`src/sv/khd_pkg.sv`:
```
// ----------------------------------------------------------------------------
// khd_pkg
// Shared types and constants for the key hold detector.
// ----------------------------------------------------------------------------
package khd_pkg;

  localparam int NUM_KEYS  = 3;
  localparam int PIN_W     = 3;
  localparam int IDX_W     = 2;
  localparam int CNT_W     = 8;
  localparam int CFG_IDX_W = 8;
  localparam int CFG_DATA_W = 8;
  localparam int TDATA_IN_W  = 8;
  localparam int TDATA_OUT_W = 8;

  localparam logic [CNT_W-1:0] COUNT_MAX       = 8'd255;
  localparam logic [CNT_W-1:0] THRESHOLD_RESET = 8'd10;

  localparam logic [CFG_IDX_W-1:0] REG_REPEAT_MODE    = 8'd0;
  localparam logic [CFG_IDX_W-1:0] REG_HOLD_THRESHOLD = 8'd1;

  // lane -> merge
  typedef struct packed {
    logic changed;   // pressed state (inverted pin level) differs from pressed flag
    logic rel_hit;   // a long release if this key is the one that toggles
    logic hold_hit;  // repeat threshold reached after counting
  } lane_info_t;

  // merge -> lane
  typedef struct packed {
    logic sel;       // this key toggles its flag
    logic count_en;  // this key is counted on this poll
    logic clear;     // this key reports in repeat mode, restart count
  } lane_ctrl_t;

endpackage

```
`src/sv/khd_lane.sv`:
```
// ----------------------------------------------------------------------------
// khd_lane
// One key: pressed flag, saturating hold counter and threshold compares.
// ----------------------------------------------------------------------------
module khd_lane
  import khd_pkg::*;
(
  input  logic             clk,
  input  logic             rst,
  input  logic             advance,
  input  logic             pin_level,
  input  logic             repeat_mode,
  input  logic [CNT_W-1:0] hold_threshold,
  input  lane_ctrl_t       ctrl,
  output lane_info_t       info
);

  logic             flag;
  logic [CNT_W-1:0] count;

  logic             now_pressed;
  logic             flag_next;
  logic [CNT_W-1:0] base;
  logic [CNT_W-1:0] inc;
  logic [CNT_W-1:0] count_next;

  always_comb begin
    now_pressed = ~pin_level;
    flag_next   = ctrl.sel ? now_pressed : flag;
    base        = (ctrl.sel && now_pressed) ? '0 : count;
    inc         = (base == COUNT_MAX) ? COUNT_MAX : base + CNT_W'(1);

    info.changed  = now_pressed != flag;
    info.rel_hit  = !repeat_mode && flag && (count >= hold_threshold);
    info.hold_hit = repeat_mode && flag_next && (inc >= hold_threshold);

    if (ctrl.clear) begin
      count_next = '0;
    end else if (ctrl.count_en && flag_next) begin
      count_next = inc;
    end else begin
      count_next = base;
    end
  end

  always_ff @(posedge clk) begin
    if (rst) begin
      flag  <= 1'b0;
      count <= '0;
    end else if (advance) begin
      flag  <= flag_next;
      count <= count_next;
    end
  end

endmodule

```
`src/sv/khd_merge.sv`:
```
// ----------------------------------------------------------------------------
// khd_merge
// Priority picks across lanes: first toggling key, first repeat hit, report.
// ----------------------------------------------------------------------------
module khd_merge
  import khd_pkg::*;
(
  input  lane_info_t             info [NUM_KEYS],
  output lane_ctrl_t             ctrl [NUM_KEYS],
  output logic                   key_valid,
  output logic [IDX_W-1:0]       key_index
);

  logic [NUM_KEYS-1:0] sel;
  logic [NUM_KEYS-1:0] hit;
  logic                rel_report;
  logic                hold_report;
  logic                seen_change;
  logic                seen_hit;
  logic [IDX_W-1:0]    rel_idx;
  logic [IDX_W-1:0]    hold_idx;

  always_comb begin
    seen_change = 1'b0;
    rel_report  = 1'b0;
    rel_idx     = '0;
    for (int k = 0; k < NUM_KEYS; k++) begin
      sel[k] = info[k].changed && !seen_change;
      if (sel[k] && info[k].rel_hit) begin
        rel_report = 1'b1;
        rel_idx    = IDX_W'(k);
      end
      seen_change = seen_change | info[k].changed;
    end

    seen_hit    = 1'b0;
    hold_report = 1'b0;
    hold_idx    = '0;
    for (int k = 0; k < NUM_KEYS; k++) begin
      ctrl[k].sel      = sel[k];
      ctrl[k].count_en = !rel_report && !seen_hit;
      hit[k]           = info[k].hold_hit && !rel_report && !seen_hit;
      ctrl[k].clear    = hit[k];
      if (hit[k]) begin
        hold_report = 1'b1;
        hold_idx    = IDX_W'(k);
      end
      seen_hit = seen_hit | hit[k];
    end

    key_valid = rel_report || hold_report;
    key_index = rel_report ? rel_idx : hold_idx;
  end

endmodule

```
`src/sv/key_hold_detector_top.sv`:
```
// ----------------------------------------------------------------------------
// key_hold_detector_top
// Long-press and auto-repeat detector for active-low keys, one lane per key.
// ----------------------------------------------------------------------------
// The report item is registered and reaches the master side in the cycle after the poll is accepted.
// Throughput: 1 poll per cycle while s_tready is high (output register empty or being drained).
// The output register is refilled in the same cycle it is drained.
// Reset (rst, synchronous): flags released, counters zero, repeat_mode 0,
// hold_threshold 10, output empty.
module key_hold_detector_top
  import khd_pkg::*;
(
  input  logic                   clk,
  input  logic                   rst,
  input  logic                   s_tvalid,
  output logic                   s_tready,
  input  logic [TDATA_IN_W-1:0]  s_tdata,   // [2:0] pin_levels
  output logic                   m_tvalid,
  input  logic                   m_tready,
  output logic [TDATA_OUT_W-1:0] m_tdata,   // [0] key_valid, [2:1] key_index
  input  logic                   cfg_valid,
  output logic                   cfg_ready,
  input  logic [CFG_IDX_W-1:0]   cfg_index,
  input  logic [CFG_DATA_W-1:0]  cfg_data
);

  logic             repeat_mode;
  logic [CNT_W-1:0] hold_threshold;
  logic             advance;
  logic             key_valid;
  logic [IDX_W-1:0] key_index;
  logic             out_valid;
  logic [IDX_W:0]   out_data;

  lane_info_t info [NUM_KEYS];
  lane_ctrl_t ctrl [NUM_KEYS];

  assign cfg_ready = 1'b1;

  always_ff @(posedge clk) begin
    if (rst) begin
      repeat_mode    <= 1'b0;
      hold_threshold <= THRESHOLD_RESET;
    end else if (cfg_valid && cfg_ready) begin
      if (cfg_index == REG_REPEAT_MODE) begin
        repeat_mode <= cfg_data[0];
      end else if (cfg_index == REG_HOLD_THRESHOLD) begin
        hold_threshold <= cfg_data[CNT_W-1:0];
      end
    end
  end

  assign s_tready = !out_valid || m_tready;
  assign advance  = s_tvalid && s_tready;

  for (genvar k = 0; k < NUM_KEYS; k++) begin : g_lane
    khd_lane u_lane (
      .clk            (clk),
      .rst            (rst),
      .advance        (advance),
      .pin_level      (s_tdata[k]),
      .repeat_mode    (repeat_mode),
      .hold_threshold (hold_threshold),
      .ctrl           (ctrl[k]),
      .info           (info[k])
    );
  end

  khd_merge u_merge (
    .info      (info),
    .ctrl      (ctrl),
    .key_valid (key_valid),
    .key_index (key_index)
  );

  always_ff @(posedge clk) begin
    if (rst) begin
      out_valid <= 1'b0;
    end else if (advance) begin
      out_valid <= 1'b1;
    end else if (m_tready) begin
      out_valid <= 1'b0;
    end
  end

  always_ff @(posedge clk) begin
    if (advance) begin
      out_data <= {key_index, key_valid};
    end
  end

  assign m_tvalid = out_valid;
  assign m_tdata  = {{(TDATA_OUT_W-IDX_W-1){1'b0}}, out_data};

endmodule

```
`config.mk`:
```
export PLATFORM = sky130hd
export DESIGN_NAME = key_hold_detector_top
export DESIGN_NICKNAME = d
export VERILOG_FILES = /design/src/sv/khd_pkg.sv /design/src/sv/khd_lane.sv /design/src/sv/khd_merge.sv /design/src/sv/key_hold_detector_top.sv
export SDC_FILE = /design/constraint.sdc
export NUM_CORES = 1
export LEC_CHECK = 0
export BUFFER_PORTS_ARGS = -buffer_cell sky130_fd_sc_hd__buf_2
export CAP_MARGIN = 10
export CORE_ASPECT_RATIO = 2
export CORE_UTILIZATION = 40
export DETAILED_ROUTE_END_ITERATION = 6
export MAX_ROUTING_LAYER = met4
export PLACE_DENSITY = 0.61
export SYNTH_ARGS = -nofsm -noshare
export SYNTH_HDL_FRONTEND = slang
export SYNTH_HIERARCHICAL = 1
export SYNTH_SLANG_ARGS = --single-unit
```
`constraint.sdc`:
```
create_clock -name clk -period 9.5 [get_ports clk]
set_input_delay 1.9 -clock clk [delete_from_list [all_inputs] [get_ports clk]]
set_output_delay 1.9 -clock clk [all_outputs]
set_load 0.02 [all_outputs]
```
== After elaboration in Yosys (flattened, before gate mapping) ==
Cells that the tools add are included.

* Word-level logic and storage cells: 104
* Bits in registers: 40
* Output and inout port bits: 11
* Input bits: 29

* Equal/unequal tests: 7
* Order comparisons: 6
* Reductions and logical operators: 44
* Bitwise logic cells: 6
* Multiplexer cells: 28
* $add $sub $neg: 3

{| class="wikitable"
|+ Operators with widths
! kind !! number
|-
| two-way mux 8 bit || 12
|-
| greater-or-equal comparator 8 bit || 6
|-
| logical AND 1 bit || 31
|-
| adder 8 x 1 -> 8 bit (second input constant) || 3
|-
| equality test 8 bit (second input constant) || 3
|-
| two-way mux 1 bit || 13
|-
| equality test 8 x 1 -> 1 bit (second input constant) || 1
|-
| zero test 8 bit || 1
|-
| zero test 1 bit || 7
|-
| two-way mux 2 bit || 3
|-
| inverter 1 bit || 4
|-
| inequality test 1 bit || 3
|-
| AND reduction 3 bit || 1
|-
| logical OR 1 bit || 2
|-
| bitwise OR 1 bit || 2
|-
| AND reduction 2 bit || 1
|-
| nonzero test 2 bit || 1
|}

== Longest topological paths before layout ==
Gate-level depths: netlist of run 1.

* Word-level depth: 18
* Gate-level depth with buffers: 17
* Gate-level depth less buffers: 17

== Cells and area by module ==
Netlist of run 1, hierarchy kept.

{| class="wikitable"
|+ Modules (own cells, without submodules)
! module !! cells an instance !! instances !! sequential area each (sq um) !! area each (sq um)
|-
| khd_lane || 136 || 3 || 180.2 || 1099.8
|-
| key_hold_detector_top || 61 || 1 || 290.3 || 636.9
|-
| khd_merge || 20 || 1 || 0.0 || 116.4
|}

== Worst setup path before layout of run 1 ==
OpenSTA, ideal clock, no wires.

* Path kind: input port to flip-flop
* Start: input port s_tdata[1]
* End: register g_lane[2].u_lane.count[1]
* Cell stages on the path: 15
* Required time: 9.383 ns
* Path slack: 4.648 ns
* Library setup time: 0.117 ns
* Arrival time: 4.735 ns
* Path through: xnor2_1 -> nor2b_1 -> nand2b_4 -> buf_6 -> o21ai_0 -> nor2_1 -> ha_1 -> a21o_1 -> a211oi_1 -> a31oi_1 -> nor3_1 -> inv_1 -> a21o_1 -> or3_1 -> a32o_1

{| class="wikitable"
|+ RTL lines
! element !! line !! text
|-
| start: declaration || key_hold_detector_top.sv:17 || <nowiki>input logic [TDATA_IN_W-1:0] s_tdata,</nowiki>
|-
| end signal: assignment || khd_lane.sv:52 || <nowiki>count <= count_next;</nowiki>
|-
| end: declaration || khd_lane.sv:19 || <nowiki>logic [CNT_W-1:0] count;</nowiki>
|}

==> impl_metrics.yaml, run 1 <==
run_status:
  outcome: "completed"
floorplan:
  io_pins: 40
  rows: 51
  die_w_um: 73.2
  core-area_mm2: 0.00976
  initial_utilization: 0.415
  die_h_um: 144
  die-area_mm2: 0.0106
synth:
  synth_area_leaders: "dfxtp_1, ha_1, a21oi_1"
  synth_warnings: 6
  async_flop_share: 0
  synth_cells: 489
  synth_cell_type_count: 55
  synthDominantCellAreaShare: 0.183
  synth-main-ff-cell: "dfxtp_1"
  synth_commonest_cells: "ha_1, a21oi_1, inv_1, dfxtp_1, nand2_1"
  synth_area_mm2: 0.00405
  synth_top_cell_by_area: "dfxtp_1"
  synth_edf_count: 3
  ys_seq_area_frac: 0.205
  yosysMostFrequentCell: "ha_1"
  avgSynthCellArea_um2: 8.29
  synth_seq_cells: 40
timing:
  hold_ws_ps: 525
  hold_violations: 0
  grt_setup_unrepaired: "no"
  finalCritPeriodShare: 0.558
  worstMarginPinSlew_ps: 814
  final-max-slew-violation-count: 0
  setup_viol: 0
  period_needed_ps: 5300
  finalSetupTns_ps: 0
  fmax_mhz: 189
  maxSlewHeadroom: 0.456
  skew_ps: 3.90
final_layout:
  drive_above_1_share: 0.134
  syn_to_final_growth_pct: 7.81
  nFillCells: 998
  antenna_cells: 0
  nets: 582
pwr:
  powerDensity_mw_per_mm2: 113
  p_leak_uw: 0.00180
  ir_worst_vdd_mv: 0.0860
cts:
  clkLatencyLatePin_ps: 290
  cts_buffers: 5
  cts_max_level: 2
  cts_tree: "done"
  root_buffer: "clkbuf_16"
  clock_sinks: 40
  clk_pin_slew_worst_paths_ps: 60
  cts_resized: 0
  cts_buffer_depth: 2
  ctsHoldBuffers: 0
  cts_setup_buffers: 0
critical_path:
  cpLargestDelayFamily: "compound AO/OA/AOI/OAI gates"
  crit_required_ps: 9710
  worstSetupPathType: "input pin to flop"
  startpoint_type: "input pin"
  critPathMaxStageDelay_ps: 560
  cpMostUsedCell: "a211oi_1"
  worst_setup_path_end_kind: "flop"
  crit_chain: "buf_2 > xnor2_1 > buf_4 > nor2b_1 > nand2b_4 > o21ai_0 > nor2_1 > ha_1 > a21o_1 > a211oi_1 > a31oi_1 > nor3_1 > inv_1 > a211oi_1 > a31oi_1 > a211oi_1"
  path_buf_inv: 3
  slowest_stage: "a211oi_1"
  worstPathMaxFanout: 11
  cp.arrival_ps: 5510
placement:
  hpwl_um: 8750
  gp_congestion: 0.874
  portBuffers: 28
route:
  drtIter0Drc: 214
  wl_um: 10900
  vias_per_cell: 5.86
  via_count: 3738
  first_pass_iters: 5
  wire_per_inst_um: 17.1
  drcViolationCount: 0
  ant_nets: 0
global_routing:
  grt.overflow.total: 0
  antenna_found_initial: 0
  grt_pass1_wl_um: 17700
  first_global_vias: 3762
  track_usage: 0.226
  grt_max_degree: 35
job:
  max_cap_viol_count: 0
hold_path:
  min_path_type: "flop to flop"
[layout make-up]
cell class,instances,area [µm²],area share
Timing Repair Buffer,30,155,0.0355
Inverter,42,171,0.0392
Multi-Input combinational cell,386,2880,0.660
Clock inverter,2,12.5,0.00286
Tap cell,132,165,0.0378
Sequential cell,40,831,0.190
Clock buffer,6,150,0.0344
[metrics by stage]
step | worst slack [ps] | util | total power (µW) | std cells | instance area (µm²)
2_1_floorplan | 4650 | - | 280 | 493 | 4070
3_5_place_dp | 3910 | 0.431 | 307 | 630 | 4210
4_1_cts | 4200 | 0.448 | 496 | 638 | 4370
3_3_place_gp | 3960 | 0.431 | 304 | 630 | 4210
5_1_grt | 3830 | 0.448 | 516 | 638 | 4370
6_report | 4200 | 0.448 | 492 | 638 | 4370
[path summary, 6_finish.rpt]
kind                         start                         to  slack [ps]  depth (start not counted)
min                       m_tvalid                   m_tvalid         530                          2
min reg2reg               m_tvalid                   m_tvalid         530                          2
max                     s_tdata[0]  g_lane[2].u_lane/count[5]        4200                         16
max reg2reg  g_lane[0].u_lane/flag  g_lane[2].u_lane/count[5]        5460                         15
[cell families (layout without fill, tap and decap cells)]
group	after synthesis	count (layout)	synth area share
AOI/OAI and AO/OA	152	152	0.267
xor gates and xnor gates	15	15	0.0324
adders and majority gates	48	48	0.148
buffers and inverters	67	80	0.0871
DFF	40	40	0.205
muxes	3	3	0.00741
other	2	6	0.00185
and+or+nand+nor	162	162	0.251
[cell usage in the layout, fill, tap and decap left out, types with 19 or more instances in the layout]
master	netlist	routed
nor2_1	32	32
ha_1	48	48
nand2_1	35	35
inv_1	41	41
buf_2	7	28
dfxtp_1	37	37
a21oi_1	44	44
o21ai_0	19	19
[layer usage]
layer	global-route usage	up-vias	wire length, µm
met1	0.197	1784	3830
met2	0.434	78	6210
li1	-	1840	-
met5	-	-	0
met3	0.0355	36	313
met4	0.137	0	568
[flip-flops by register name, indices dropped and copies added (netlist names)]
| name | count |
|---|---|
| g_lane.u_lane/flag | 3 |
| m_tvalid | 1 |
| out_data | 3 |
| repeat_mode | 1 |
| hold_threshold | 8 |
| g_lane.u_lane/count | 24 |
[worst register-to-register path: cells and delay by family, from the launching register on]
kind | cells | cell delay, ps
compound gates | 7 | 1670
simple gates | 4 | 990
flops | 1 | 470
buf+inv | 2 | 370
fa+ha+maj | 1 | 300
xor+xnor | 1 | 160
[power by group]
| group | leakage, µW | total [µW] | switching (µW) | internal, µW |
|---|---|---|---|---|
| combinational | 0.00139 | 114 | 69.7 | 44.4 |
| sequential | 0.000330 | 190 | 13.0 | 177 |
| clock | 0.0000780 | 188 | 75.1 | 113 |
Note: power is estimated with default switching activity, not from simulation.
==> run 2, diff against run 1 <==
Clock period 9.5 ns to 5.5 ns, I/O delays scaled along.
==> impl_metrics.yaml, run 2 (synthesis results as in run 1) <==
route:
  wl_um: 11000
  ant_nets: 0
  via_count: 3699
  first_pass_iters: 4
  drtIter0Drc: 238
  wire_per_inst_um: 17.2
  vias_per_cell: 5.79
  drcViolationCount: 0
timing:
  hold_violations: 0
  finalCritPeriodShare: 0.836
  final-max-slew-violation-count: 0
  maxSlewHeadroom: 0.443
  timing.final.ws_setup_ps: 902
  grt_setup_unrepaired: "no"
  finalSetupTns_ps: 0
  period_needed_ps: 4600
  skew_ps: 5.23
  fmax_mhz: 217
  worstMarginPinSlew_ps: 836
  setup_viol: 0
final_layout:
  nets: 583
  largest_register_ffs: 24
  layout_commonest_cell: "ha_1"
  syn_to_final_growth_pct: 9.05
  multiInputGateArea_mm2: 0.00288
  drive_above_1_share: 0.136
  nFillCells: 982
  top_regs: "g_lane.u_lane/count: 24 flops, hold_threshold: 8 flops"
  antenna_cells: 0
  largest_register: "g_lane.u_lane/count"
  final_cell_mix: "ha_1, a21oi_1, inv_1, dfxtp_1, nand2_1"
  seq_area_um2: 831
cts:
  cts_resized: 0
  cts_buffer_depth: 2
  ctsHoldBuffers: 0
  cts_buffers: 5
  clock_sinks: 40
  cts_tree: "done"
  cts_setup_buffers: 0
  clkLatencyLatePin_ps: 290
  clk_pin_slew_worst_paths_ps: 60
  cts_max_level: 2
  root_buffer: "clkbuf_16"
job:
  max_cap_viol_count: 0
critical_path:
  crit_chain: "buf_2 > xnor2_1 > nor2b_1 > and2b_4 > nor4_4 > nor3_1 > ha_1 > nand2b_1 > nand3_1 > a21o_1 > a31oi_1 > nor3_1 > inv_1 > a211oi_1 > a31oi_1 > a211oi_1"
  worstSetupPathType: "input pin to flop"
  path_buf_inv: 2
  slowest_stage: "a211oi_1"
  critPathMaxStageDelay_ps: 530
  crit_required_ps: 5710
  worstPathMaxFanout: 14
  cpLargestDelayFamily: "simple AND/OR/NAND/NOR gates"
  startpoint_type: "input pin"
  cp.arrival_ps: 4810
  worst_setup_path_end_kind: "flop"
pwr:
  ir_worst_vdd_mv: 0.151
  powerDensity_mw_per_mm2: 209
  p_leak_uw: 0.00183
floorplan:
  initial_utilization: 0.415
  die_w_um: 73.2
  io_pins: 40
  rows: 51
  core-area_mm2: 0.00976
  die-area_mm2: 0.0106
  die_h_um: 144
global_routing:
  grt_max_degree: 35
  track_usage: 0.227
  antenna_found_initial: 0
  grt_pass1_wl_um: 17700
  grt.overflow.total: 0
  first_global_vias: 3772
hold_path:
  min_path_type: "flop to flop"
placement:
  hpwl_um: 8720
  pre_cts_slack_ps: 654
  gp_congestion: 0.847
  portBuffers: 28
run_status:
  outcome: "completed"
[run 2: path summary, 6_finish.rpt]
path | cells past startpoint | startpoint | slack (ps) | endpoint
worst min register to register | 2 | m_tvalid | 530 | m_tvalid
worst max register to register | 15 | g_lane[0].u_lane/flag | 1440 | g_lane[2].u_lane/count[5]
worst max-delay path | 16 | s_tdata[0] | 900 | g_lane[2].u_lane/count[5]
worst min-delay path | 2 | m_tvalid | 530 | m_tvalid
[run 2: worst register-to-register path, stage by stage (launching register included)]
cell and delay [ps]:
dfxtp_1 370, xnor2_1 470, nor2b_1 240, and2b_4 290, nor4_4 440, nor3_1 90, ha_1 270, nand2b_1 140
nand3_1 80, a21o_1 110, a31oi_1 130, nor3_1 320, inv_1 170, a211oi_1 530, a31oi_1 160, a211oi_1 170
[run 2: final cells by class]
class | count | area share
multi-input cells | 386 | 0.653
flip-flops and latches | 40 | 0.188
clock buffers | 7 | 0.0396
inverters | 42 | 0.0388
well taps | 132 | 0.0374
repair buffers | 31 | 0.0368
clock inverters | 1 | 0.00680
[run 2: through the flow]
step / hold WS (ps) / utilization / cell area, µm² / cells / total power [µW]
detailed placement: 520 / 0.432 / 4210 / 631 / 527
global route: 551 / 0.453 / 4420 / 639 / 966
CTS: 529 / 0.453 / 4420 / 639 / 932
global placement: 495 / 0.432 / 4210 / 631 / 523
floorplan: 474 / - / 4070 / 493 / 484
finish: 526 / 0.453 / 4420 / 639 / 925
[run 2: layer usage]
layer  track usage  up-vias  part of all wire
li1              -     1848                 -
met3        0.0223       31             0.020
met1         0.208     1759              0.36
met4         0.146        0             0.055
met5             -        -                 0
met2         0.430       61              0.57
[run 2: power by group]
group | switching (µW) | internal [µW]
clock | 133 | 270
combinational | 118 | 76.7
sequential | 22.2 | 306
total | 273 | 652
